**src/sv/tlm_pkg.sv**
```systemverilog
`timescale 1ns / 1ps
// Shared types, constants and phase tables for the traffic light controller.
// No dependencies; used by tlm_phase_logic and traffic_light_moore_fsm.
package tlm_pkg;

    localparam int SENSOR_W      = 3;
    localparam int DWELL_W       = 8;
    localparam int LAMP_W        = 6;
    localparam int PHASE_W       = 4;
    localparam int CFG_INDEX_W   = 1;
    localparam int S_TDATA_W     = 8;
    localparam int M_TDATA_W     = 16;

    localparam logic [DWELL_W-1:0] TRAFFIC_DWELL_RESET = 8'd100;
    localparam logic [DWELL_W-1:0] WALK_DWELL_RESET    = 8'd50;

    typedef enum logic [CFG_INDEX_W-1:0] {
        REG_TRAFFIC_DWELL = 1'd0,
        REG_WALK_DWELL    = 1'd1
    } cfg_reg_t;

    typedef enum logic [PHASE_W-1:0] {
        PH_GO_WEST         = 4'd0,
        PH_WAIT_WEST       = 4'd1,
        PH_GO_SOUTH        = 4'd2,
        PH_WAIT_SOUTH      = 4'd3,
        PH_WALK            = 4'd4,
        PH_DONT_WALK       = 4'd5,
        PH_WALK_OFF        = 4'd6,
        PH_FLASH_DONT_WALK = 4'd7,
        PH_FLASH_WALK_OFF  = 4'd8
    } phase_t;

    localparam logic [LAMP_W-1:0] LAMPS_GO_WEST    = 6'h0C;
    localparam logic [LAMP_W-1:0] LAMPS_WAIT_WEST  = 6'h14;
    localparam logic [LAMP_W-1:0] LAMPS_GO_SOUTH   = 6'h21;
    localparam logic [LAMP_W-1:0] LAMPS_WAIT_SOUTH = 6'h22;
    localparam logic [LAMP_W-1:0] LAMPS_ALL_RED    = 6'h24;

    typedef struct packed {
        logic [LAMP_W-1:0] traffic_lamps;
        logic              walk_on;
        logic              dont_walk_on;
        phase_t            phase_index;
        logic              phase_changed;
    } result_t;

    // Next phase for each current phase, indexed by the three detector bits.
    localparam phase_t NEXT_TABLE [9][8] = '{
        '{PH_GO_WEST, PH_GO_WEST, PH_WAIT_WEST, PH_WAIT_WEST,
          PH_WAIT_WEST, PH_WAIT_WEST, PH_WAIT_WEST, PH_WAIT_WEST},
        '{PH_GO_WEST, PH_GO_WEST, PH_GO_SOUTH, PH_GO_SOUTH,
          PH_WALK, PH_WALK, PH_GO_SOUTH, PH_GO_SOUTH},
        '{PH_GO_SOUTH, PH_WAIT_SOUTH, PH_GO_SOUTH, PH_WAIT_SOUTH,
          PH_WAIT_SOUTH, PH_WAIT_SOUTH, PH_WAIT_SOUTH, PH_WAIT_SOUTH},
        '{PH_GO_SOUTH, PH_GO_WEST, PH_GO_SOUTH, PH_GO_WEST,
          PH_WALK, PH_WALK, PH_WALK, PH_WALK},
        '{PH_WALK, PH_DONT_WALK, PH_DONT_WALK, PH_DONT_WALK,
          PH_WALK, PH_DONT_WALK, PH_DONT_WALK, PH_DONT_WALK},
        '{PH_DONT_WALK, PH_WALK_OFF, PH_WALK_OFF, PH_WALK_OFF,
          PH_WALK_OFF, PH_WALK_OFF, PH_WALK_OFF, PH_WALK_OFF},
        '{PH_WALK_OFF, PH_FLASH_DONT_WALK, PH_FLASH_DONT_WALK, PH_FLASH_DONT_WALK,
          PH_FLASH_DONT_WALK, PH_FLASH_DONT_WALK, PH_FLASH_DONT_WALK,
          PH_FLASH_DONT_WALK},
        '{PH_FLASH_DONT_WALK, PH_FLASH_WALK_OFF, PH_FLASH_WALK_OFF,
          PH_FLASH_WALK_OFF, PH_FLASH_WALK_OFF, PH_FLASH_WALK_OFF,
          PH_FLASH_WALK_OFF, PH_FLASH_WALK_OFF},
        '{PH_FLASH_WALK_OFF, PH_GO_WEST, PH_GO_SOUTH, PH_GO_WEST,
          PH_WALK, PH_GO_WEST, PH_GO_SOUTH, PH_GO_WEST}
    };

    function automatic phase_t next_phase(input phase_t phase,
                                          input logic [SENSOR_W-1:0] sensors);
        phase_t result;
        case (phase)
            PH_GO_WEST:         result = NEXT_TABLE[0][sensors];
            PH_WAIT_WEST:       result = NEXT_TABLE[1][sensors];
            PH_GO_SOUTH:        result = NEXT_TABLE[2][sensors];
            PH_WAIT_SOUTH:      result = NEXT_TABLE[3][sensors];
            PH_WALK:            result = NEXT_TABLE[4][sensors];
            PH_DONT_WALK:       result = NEXT_TABLE[5][sensors];
            PH_WALK_OFF:        result = NEXT_TABLE[6][sensors];
            PH_FLASH_DONT_WALK: result = NEXT_TABLE[7][sensors];
            PH_FLASH_WALK_OFF:  result = NEXT_TABLE[8][sensors];
            default:            result = NEXT_TABLE[0][sensors];
        endcase
        return result;
    endfunction

    function automatic logic [LAMP_W-1:0] phase_lamps(input phase_t phase);
        logic [LAMP_W-1:0] result;
        case (phase)
            PH_GO_WEST:    result = LAMPS_GO_WEST;
            PH_WAIT_WEST:  result = LAMPS_WAIT_WEST;
            PH_GO_SOUTH:   result = LAMPS_GO_SOUTH;
            PH_WAIT_SOUTH: result = LAMPS_WAIT_SOUTH;
            default:       result = LAMPS_ALL_RED;
        endcase
        return result;
    endfunction

    function automatic logic is_traffic_phase(input phase_t phase);
        logic result;
        case (phase)
            PH_GO_WEST, PH_WAIT_WEST, PH_GO_SOUTH, PH_WAIT_SOUTH: result = 1'b1;
            PH_WALK, PH_DONT_WALK, PH_WALK_OFF,
            PH_FLASH_DONT_WALK, PH_FLASH_WALK_OFF:                result = 1'b0;
            default:                                              result = 1'b1;
        endcase
        return result;
    endfunction

endpackage

```
**src/sv/traffic_light_moore_fsm.sv**
```systemverilog
`timescale 1ns / 1ps
// Top level of the nine-phase Moore traffic light controller with a pedestrian
// phase. Depends on tlm_pkg and tlm_phase_logic.
//
// Usage: each item on the s_ channel is one 10 ms tick carrying the three
// detector bits. Each accepted tick yields exactly one item on the m_ channel
// with the lamp pattern of the phase held after the tick, the walk and
// don't-walk lamps, the phase number and a flag that is set when the tick
// ended the dwell time and took a table step, which may keep the same phase.
// The cfg_ channel writes the two dwell registers: index 0 sets the traffic
// dwell, index 1 the pedestrian dwell. It is always ready and should be used
// only while no tick is in flight.
// The result of an accepted tick is registered and drives m_tdata, and a tick
// can be taken every cycle while the receiver does not stall; the phase and
// dwell counter registers update in the same cycle that the result register loads.
// While the receiver stalls, the result is held and s_tready stays low until
// the result is taken; s_tready rises again in the cycle it is taken.
// Reset puts the machine in go west with the dwell counter at zero, loads the
// dwell registers with 100 and 50 ticks and clears the result valid flag.
module traffic_light_moore_fsm
    import tlm_pkg::*;
(
    input  logic                   clk,
    input  logic                   rst_n,
    input  logic                   s_tvalid,
    output logic                   s_tready,
    input  logic [S_TDATA_W-1:0]   s_tdata,   // [2:0] sensors, [7:3] zero
    output logic                   m_tvalid,
    input  logic                   m_tready,
    output logic [M_TDATA_W-1:0]   m_tdata,   // [5:0] traffic_lamps, [6] walk_on,
                                              // [7] dont_walk_on, [11:8] phase_index,
                                              // [12] phase_changed, [15:13] zero
    input  logic                   cfg_valid,
    output logic                   cfg_ready,
    input  logic [CFG_INDEX_W-1:0] cfg_index,
    input  logic [DWELL_W-1:0]     cfg_data
);

    phase_t             phase_reg;
    phase_t             phase_next;
    logic [DWELL_W-1:0] dwell_count_reg;
    logic [DWELL_W-1:0] dwell_count_next;
    logic [DWELL_W-1:0] traffic_dwell_reg;
    logic [DWELL_W-1:0] walk_dwell_reg;
    result_t            result_next;
    result_t            result_reg;
    logic               out_valid_reg;
    logic               accept;

    assign s_tready  = !out_valid_reg || m_tready;
    assign accept    = s_tvalid && s_tready;
    assign cfg_ready = 1'b1;

    tlm_phase_logic u_phase_logic (
        .phase            (phase_reg),
        .dwell_count      (dwell_count_reg),
        .sensors          (s_tdata[SENSOR_W-1:0]),
        .traffic_dwell    (traffic_dwell_reg),
        .walk_dwell       (walk_dwell_reg),
        .phase_next       (phase_next),
        .dwell_count_next (dwell_count_next),
        .result           (result_next)
    );

    always_ff @(posedge clk or negedge rst_n)
    begin
        if (!rst_n)
        begin
            traffic_dwell_reg <= TRAFFIC_DWELL_RESET;
            walk_dwell_reg    <= WALK_DWELL_RESET;
        end
        else if (cfg_valid)
        begin
            case (cfg_reg_t'(cfg_index))
                REG_TRAFFIC_DWELL: traffic_dwell_reg <= cfg_data;
                REG_WALK_DWELL:    walk_dwell_reg    <= cfg_data;
                default:           traffic_dwell_reg <= traffic_dwell_reg;
            endcase
        end
    end

    always_ff @(posedge clk or negedge rst_n)
    begin
        if (!rst_n)
        begin
            phase_reg       <= PH_GO_WEST;
            dwell_count_reg <= '0;
            out_valid_reg   <= 1'b0;
        end
        else
        begin
            if (accept)
            begin
                phase_reg       <= phase_next;
                dwell_count_reg <= dwell_count_next;
                out_valid_reg   <= 1'b1;
            end
            else if (m_tready)
            begin
                out_valid_reg <= 1'b0;
            end
        end
    end

    always_ff @(posedge clk)
    begin
        if (accept)
        begin
            result_reg <= result_next;
        end
    end

    assign m_tvalid = out_valid_reg;
    assign m_tdata  = {3'b000,
                       result_reg.phase_changed,
                       result_reg.phase_index,
                       result_reg.dont_walk_on,
                       result_reg.walk_on,
                       result_reg.traffic_lamps};

endmodule

```
**src/sv/tlm_phase_logic.sv**
```systemverilog
`timescale 1ns / 1ps
// Combinational step of the phase machine: dwell check, table transition and
// Moore lamp decode of the phase held after the step. Depends on tlm_pkg.
module tlm_phase_logic
    import tlm_pkg::*;
(
    input  phase_t               phase,
    input  logic [DWELL_W-1:0]   dwell_count,
    input  logic [SENSOR_W-1:0]  sensors,
    input  logic [DWELL_W-1:0]   traffic_dwell,
    input  logic [DWELL_W-1:0]   walk_dwell,
    output phase_t               phase_next,
    output logic [DWELL_W-1:0]   dwell_count_next,
    output result_t              result
);

    logic [DWELL_W-1:0] dwell;
    logic [DWELL_W:0]   count_inc;
    logic               dwell_done;

    always_comb
    begin
        dwell      = is_traffic_phase(phase) ? traffic_dwell : walk_dwell;
        count_inc  = {1'b0, dwell_count} + {{DWELL_W{1'b0}}, 1'b1};
        dwell_done = (count_inc >= {1'b0, dwell});
        if (dwell_done)
        begin
            phase_next       = next_phase(phase, sensors);
            dwell_count_next = '0;
        end
        else
        begin
            phase_next       = (phase <= PH_FLASH_WALK_OFF) ? phase : PH_GO_WEST;
            dwell_count_next = count_inc[DWELL_W-1:0];
        end
    end

    always_comb
    begin
        result.traffic_lamps = phase_lamps(phase_next);
        result.walk_on       = (phase_next == PH_WALK);
        result.dont_walk_on  = !(phase_next == PH_WALK || phase_next == PH_WALK_OFF
                                 || phase_next == PH_FLASH_WALK_OFF);
        result.phase_index   = phase_next;
        result.phase_changed = dwell_done;
    end

endmodule
```
**config.mk**
```make
export PLATFORM = sky130hd
export DESIGN_NAME = traffic_light_moore_fsm
export DESIGN_NICKNAME = d
export VERILOG_FILES = /design/src/sv/tlm_pkg.sv /design/src/sv/traffic_light_moore_fsm.sv /design/src/sv/tlm_phase_logic.sv
export SDC_FILE = /design/constraint.sdc
export NUM_CORES = 1
export LEC_CHECK = 0
export BUFFER_PORTS_ARGS = -buffer_cell sky130_fd_sc_hd__buf_2
export CAP_MARGIN = 5
export CORE_MARGIN = 2
export CORE_UTILIZATION = 50
export CTS_CLUSTER_DIAMETER = 120
export DETAILED_ROUTE_END_ITERATION = 7
export HOLD_SLACK_MARGIN = 0.03
export PLACE_DENSITY = 0.83
export SLEW_MARGIN = 0
export SYNTH_ARGS = -nofsm -noshare
export SYNTH_HDL_FRONTEND = slang
export SYNTH_SLANG_ARGS = --single-unit
export TNS_END_PERCENT = 1
```
**constraint.sdc**
```tcl
create_clock -name clk -period 4.95 [get_ports clk]
set_input_delay 0.7425 -clock clk [delete_from_list [all_inputs] [get_ports clk]]
set_output_delay 0.7425 -clock clk [all_outputs]
set_load 0.02 [all_outputs]
```
==> impl_metrics.py, run 1 <==
metrics = {
    "yosys": {
        "yosysSeqAreaShare_pct": 51.1,
        "synth_cells": 200,
        "synth_edf_count": 13,
        "yosys_warnings": 0,
        "ys_types": 42,
        "synth_ff_type": "dfrtp_1",
        "synth_top_family_by_area": "simple AND/OR/NAND/NOR gates",
        "synth_compound_area_share_pct": 10.3,
        "yosys.area_share.simple_pct": 14.4,
        "synth_seq_cells": 42,
        "synthXorXnorAreaFrac_pct": 2.39,
        "synth_adder_area_share_pct": 5.12,
        "avgSynthCellArea_um2": 11.0,
        "synth_mux_area_share_pct": 13.1,
        "async_flop_share_pct": 69.0,
        "syn-cell-area_um2": 2200,
    },
    "die": {
        "die_w_um": 70.3,
        "die_h_um": 70.3,
        "coreArea_um2": 4290,
        "ios": 41,
        "initial_core_util_pct": 51.2,
        "die_area_um2": 4950,
        "row_count": 24,
    },
    "detailed_routing": {
        "drc": 0,
        "drt_iter0_drc": 115,
        "wl_per_cell_um": 13.9,
        "firstDrtPassIters": 4,
        "vias": 1556,
        "avgViaCountPerCell": 5.50,
        "ant_nets": 0,
        "wl_um": 3930,
    },
    "clock_network": {
        "cts_tree": "yes",
        "htree_levels": 2,
        "holdBufCountCts": 0,
        "post_cts_buffers": 0,
        "cts_resized": 0,
        "clk_latency_ps": 290,
        "cts_num_sinks": 42,
        "clockRootBuffer": "clkbuf_8",
        "clk_pin_slew_worst_paths_ps": 80,
        "clock_path_buffers": 2,
        "cts_buffers": 5,
    },
    "timing": {
        "setup_viol": 0,
        "rsz0062_at_grt": "false",
        "tightest_slew_ps": 727,
        "timing_hold_violations_final": 0,
        "fmax_mhz": 267,
        "fin_crit_ps": 3740,
        "slew-limit-headroom_pct": 51.4,
        "fin_skew_ps": 7.85,
        "maxSlewViolCount": 0,
        "tns_ps": 0,
        "post-route-period-util_pct": 75.6,
    },
    "global_route": {
        "grt_pass1_vias": 1501,
        "antenna_found_initial": 0,
        "grt_remaining_overflow": 0,
        "grt_usage_pct": 17.0,
        "grt_start_max_net_pins": 30,
        "grt_pass1_wl_um": 6710,
    },
    "setup_path": {
        "crit_family": "simple AND/OR/NAND/NOR gates",
        "crit_slowest_cell": "dfrtp_1",
        "worstSetupPathType": "reg2reg",
        "cp_cell_sequence": "nor2_1 -> and3_1 -> nor2_2 -> mux2_2 -> ha_1 -> nand2b_1 -> a31oi_1 -> o211a_2 -> inv_1 -> a21oi_1 -> or2_2 -> or2_1",
        "crit_buf_inv": 1,
        "cp.depth": 12,
        "r2r_cells": 12,
        "setup.worst_path.start_class": "register",
        "critical_path.max_stage_delay_ps": 490,
        "end_kind": "register",
        "critPathArrivalTime_ps": 3780,
        "path_max_fanout": 11,
        "critPathRequiredTime_ps": 4990,
    },
    "placed_design": {
        "numPortBuffers": 31,
        "dp_hpwl_um": 2900,
        "gp_congestion": 0.859,
        "postPlaceCellArea_um2": 2370,
    },
    "finish": {
        "layout-drive-gt1-share_pct": 30.3,
        "largest_reg_flops": 13,
        "antenna_cells": 0,
        "nets": 261,
        "area_growth_pct": 13.0,
        "finalInstanceArea_um2": 2480,
    },
    "min_path": {
        "hold_class": "in2async",
    },
    "power": {
        "powerDensity_nw_per_um2": 416,
        "peakVddDrop_mv": 0.174,
        "p_leak_nw": 1.13,
    },
    "outcome": {
        "outcome": "completed",
    },
    "flow_run": {
        "maxCapViolations": 0,
    },
}
-- through the flow --
step / setup slack (ps) / utilization [%] / hold slack [ps] / instances / total power, W
after detailed placement: 1230 / 55.3 / 495 / 275 / 0.000785
final: 1210 / 57.9 / 477 / 283 / 0.00103
after global placement: 1260 / 55.3 / 488 / 275 / 0.000768
after CTS: 1220 / 57.9 / 484 / 283 / 0.00104
after floorplan: 1640 / - / 447 / 202 / 0.000704
after global routing: 995 / 57.9 / 518 / 283 / 0.00110
-- layout make-up --
| type | count | area (µm²) |
|---|---|---|
| clock buffer | 8 | 111 |
| sequential | 42 | 1120 |
| tap | 52 | 65.1 |
| fill | 374 | 1810 |
| multi-input combinational | 145 | 1010 |
| timing repair buffer | 31 | 155 |
| inverter | 5 | 18.8 |
-- synth_stat cells, types with 2 or more instances --
cell | instances | area [µm²]
conb_1 | 2 | 7.51
dfrtp_1 | 23 | 576
o31ai_1 | 2 | 15.0
nor2_1 | 6 | 22.5
nand3_1 | 3 | 15.0
and3_1 | 4 | 25.0
nor2b_1 | 4 | 25.0
xnor2_1 | 5 | 43.8
nand2b_1 | 6 | 37.5
inv_1 | 3 | 11.3
nor2_2 | 2 | 12.5
nand4_1 | 3 | 18.8
ha_1 | 9 | 113
nand2_1 | 24 | 90.1
edfxtp_1 | 13 | 390
dfstp_2 | 6 | 158
clkbuf_1 | 5 | 18.8
o21ai_0 | 15 | 75.1
a21oi_1 | 6 | 30.0
mux2_2 | 18 | 203
inv_2 | 2 | 7.51
buf_4 | 4 | 30.0
a21o_1 | 4 | 30.0
or3_1 | 2 | 12.5
nor3_1 | 6 | 30.0
mux2i_1 | 7 | 70.1
-- cells in the final DEF (no fill, tap or decap), drive strengths merged, types with 2 or more instances in the layout --
cell type and count:
a21o 4, a21oi 6, and3 4, buf 31, clkbuf 8, conb 4
dfrtp 23, dfstp 6, edfxtp 13, ha 9, inv 5, mux2 19
mux2i 7, nand2 24, nand2b 6, nand3 3, nand4 3, nor2 8
nor2b 4, nor3 6, o21ai 15, o31ai 2, or2 2, or3 2
xnor2 5
-- power breakdown --
part / internal [W] / switching, W
Sequential: 0.000430 / 0.0000494
Combinational: 0.000127 / 0.000173
Clock: 0.000144 / 0.000110
Total: 0.000700 / 0.000332
-- layer usage --
layer  GRT usage [%]  routed length, µm
met1            22.6               1810
met2            26.9               1890
met3            3.61                172
met4            7.05                 63
met5               0                  0
-- kinds of logic after synthesis --
family | Yosys count
other cells | 2
buf+inv | 15
compound gates | 36
xor+xnor | 6
simple gates | 64
flops | 42
fa+ha+maj | 9
mux | 26
-- final timing paths --
path / startpoint / to / slack (ps)
setup / recovery: phase_reg[0]$_DFFE_PN0P_ / m_tdata[2]$_DFFE_PP_ / 1210
hold / removal: rst_n / traffic_dwell_reg[4]$_DFFE_PN0P_ / 480
setup reg to reg: phase_reg[0]$_DFFE_PN0P_ / m_tdata[2]$_DFFE_PP_ / 1210
hold reg to reg: walk_dwell_reg[2]$_DFFE_PN0P_ / walk_dwell_reg[2]$_DFFE_PN0P_ / 510
max in group asynchronous: rst_n / dwell_count_reg[0]$_DFFE_PN0P_ / 4050
min in group clk: walk_dwell_reg[2]$_DFFE_PN0P_ / walk_dwell_reg[2]$_DFFE_PN0P_ / 510
No activity file was read; power rests on OpenSTA's default activity.
==> inputs of run 2 (changes only) <==
PLACE_DENSITY = 0.86   (was 0.83)
clock period = 3.15 ns   (was 4.95 ns; I/O delays follow)
==> run 2 against run 1 <==
Against the previous run: critical path depth increased by 2; cell count increased by 7.4%; routed wire length increased by 16%; cell area increased by 9.2%.
==> impl_metrics.py, run 2 (synthesis gave the netlist of run 1 again) <==
metrics = {
    "finish": {
        "register_area_um2": 1120,
        "multiInputGateArea_um2": 1080,
        "layoutNonFillerInstCount": 304,
        "final_common_cell": "buf_2",
        "layout-drive-gt1-share_pct": 39.7,
        "largest_reg_flops": 13,
        "mostFrequentLayoutCells": "buf_2, nand2_1, dfrtp_1",
        "area_growth_pct": 23.3,
        "nFillCells": 315,
        "nets": 282,
        "finalInstanceArea_um2": 2710,
        "antenna_cells": 0,
    },
    "timing": {
        "maxSlewViolCount": 0,
        "fmax_mhz": 323,
        "tightest_slew_ps": 777,
        "tns_ps": 0,
        "rsz0062_at_grt": "true",
        "setup_slack_ps": 50.7,
        "slew-limit-headroom_pct": 48.1,
        "fin_skew_ps": 6.33,
        "timing_hold_violations_final": 0,
        "fin_crit_ps": 3100,
        "post-route-period-util_pct": 98.4,
        "setup_viol": 0,
    },
    "setup_path": {
        "r2r_end": "m_tdata[6]$_DFFE_PP_",
        "crit_slowest_cell": "dfrtp_1",
        "critPathArrivalTime_ps": 3160,
        "cp_cell_sequence": "inv_1 -> and3_4 -> nor2_4 -> buf_4 -> buf_4 -> mux2i_1 -> ha_1 -> a21o_1 -> a31oi_1 -> o211a_4 -> inv_2 -> a21boi_0 -> nor2_2 -> and3_1",
        "worstSetupPathType": "reg2reg",
        "end_kind": "register",
        "crit_family": "compound AO/OA/AOI/OAI gates",
        "r2r_cells": 14,
        "setup.worst_path.start_class": "register",
        "critical_path.max_stage_delay_ps": 410,
        "path_max_fanout": 6,
        "r2r_slack_ps": 50,
        "crit_buf_inv": 4,
        "r2r_start": "phase_reg[2]$_DFFE_PN0P_",
        "critPathRequiredTime_ps": 3210,
        "cpMostUsedCell": "buf_4",
    },
    "detailed_routing": {
        "wl_per_cell_um": 15.0,
        "drt_iter0_drc": 123,
        "ant_nets": 0,
        "vias": 1686,
        "wl_um": 4550,
        "drc": 0,
        "firstDrtPassIters": 4,
        "avgViaCountPerCell": 5.55,
    },
    "power": {
        "powerDensity_nw_per_um2": 646,
        "peakVddDrop_mv": 0.312,
        "p_leak_nw": 1.26,
        "p_total_w": 0.00175,
    },
    "placed_design": {
        "gp_congestion": 0.856,
        "numPortBuffers": 31,
        "pre_cts_slack_ps": -5.69,
        "dp.cells": 290,
        "postPlaceCellArea_um2": 2500,
        "dp_hpwl_um": 3150,
    },
    "clock_network": {
        "clk_latency_ps": 300,
        "cts_tree": "yes",
        "cts_num_sinks": 42,
        "clockRootBuffer": "clkbuf_8",
        "cts_buffers": 5,
        "holdBufCountCts": 0,
        "htree_levels": 2,
        "clk_pin_slew_worst_paths_ps": 80,
        "clock_path_buffers": 2,
    },
    "outcome": {
        "outcome": "completed",
    },
    "die": {
        "die_h_um": 70.3,
        "row_count": 24,
        "initial_core_util_pct": 51.2,
        "die_area_um2": 4950,
        "ios": 41,
        "die_w_um": 70.3,
        "coreArea_um2": 4290,
    },
    "flow_run": {
        "maxCapViolations": 0,
    },
    "global_route": {
        "grt_start_max_net_pins": 30,
        "grt_pass1_vias": 1559,
        "grt_remaining_overflow": 0,
        "grt_usage_pct": 18.4,
        "grt_pass1_wl_um": 7090,
        "antenna_found_initial": 0,
    },
    "min_path": {
        "hold_class": "in2async",
    },
}
run 2: final cells by class:
class                      instances  area share, %
multi-input combinational        145           39.9
clock buffer                       6           3.04
timing repair buffer              52           12.1
inverter                           5          0.692
clock inverter                     2          0.415
sequential                        42           41.4
tap                               52           2.40
run 2: worst max-delay path by stage:
stage	startpoint	to	slack [ps]	cells after the start
finish	phase_reg[2]$_DFFE_PN0P_	m_tdata[6]$_DFFE_PP_	50	14
detailed placement	phase_reg[2]$_DFFE_PN0P_	m_tdata[0]$_DFFE_PP_	-6	13
global placement	phase_reg[2]$_DFFE_PN0P_	m_tdata[2]$_DFFE_PP_	60	12
CTS	phase_reg[0]$_DFFE_PN0P_	m_tdata[0]$_DFFE_PP_	20	14
global route	phase_reg[2]$_DFFE_PN0P_	m_tdata[3]$_DFFE_PP_	-80	15
floorplan	phase_reg[0]$_DFFE_PN0P_	m_tdata[2]$_DFFE_PP_	20	12
run 2: repair_timing:
item / 4_1_cts / 5_1_grt
endpoints found under the setup margin: 2 / 9
resized for setup: 2 / 13
setup buffers: 1 / 5
endpoints found under the hold margin: 0 / 0
pin swaps: 2 / 7
run 2: where the power goes:
| part | internal, W | switching, W | leakage [nW] | total, W |
|---|---|---|---|---|
| logic | 0.000301 | 0.000347 | 0.732 | 0.000649 |
| registers | 0.000675 | 0.0000624 | 0.474 | 0.000738 |
| clock network | 0.000177 | 0.000190 | 0.0515 | 0.000367 |
| total | 0.00115 | 0.000600 | 1.26 | 0.00175 |
run 2: per-stage QoR:
step,utilization [%],hold slack (ps)
finish,63.2,194
global route,63.2,251
CTS,60.9,216
detailed placement,58.3,495
global placement,58.3,486
floorplan,-,177
run 2: layer usage:
layer | vias up | global-route usage, % | share of wire [%]
li1 | 814 | - | -
met1 | 813 | 23.5 | 44
met2 | 52 | 30.4 | 49
met3 | 7 | 4.33 | 4.9
met4 | 0 | 6.41 | 1.7
met5 | - | 0 | 0
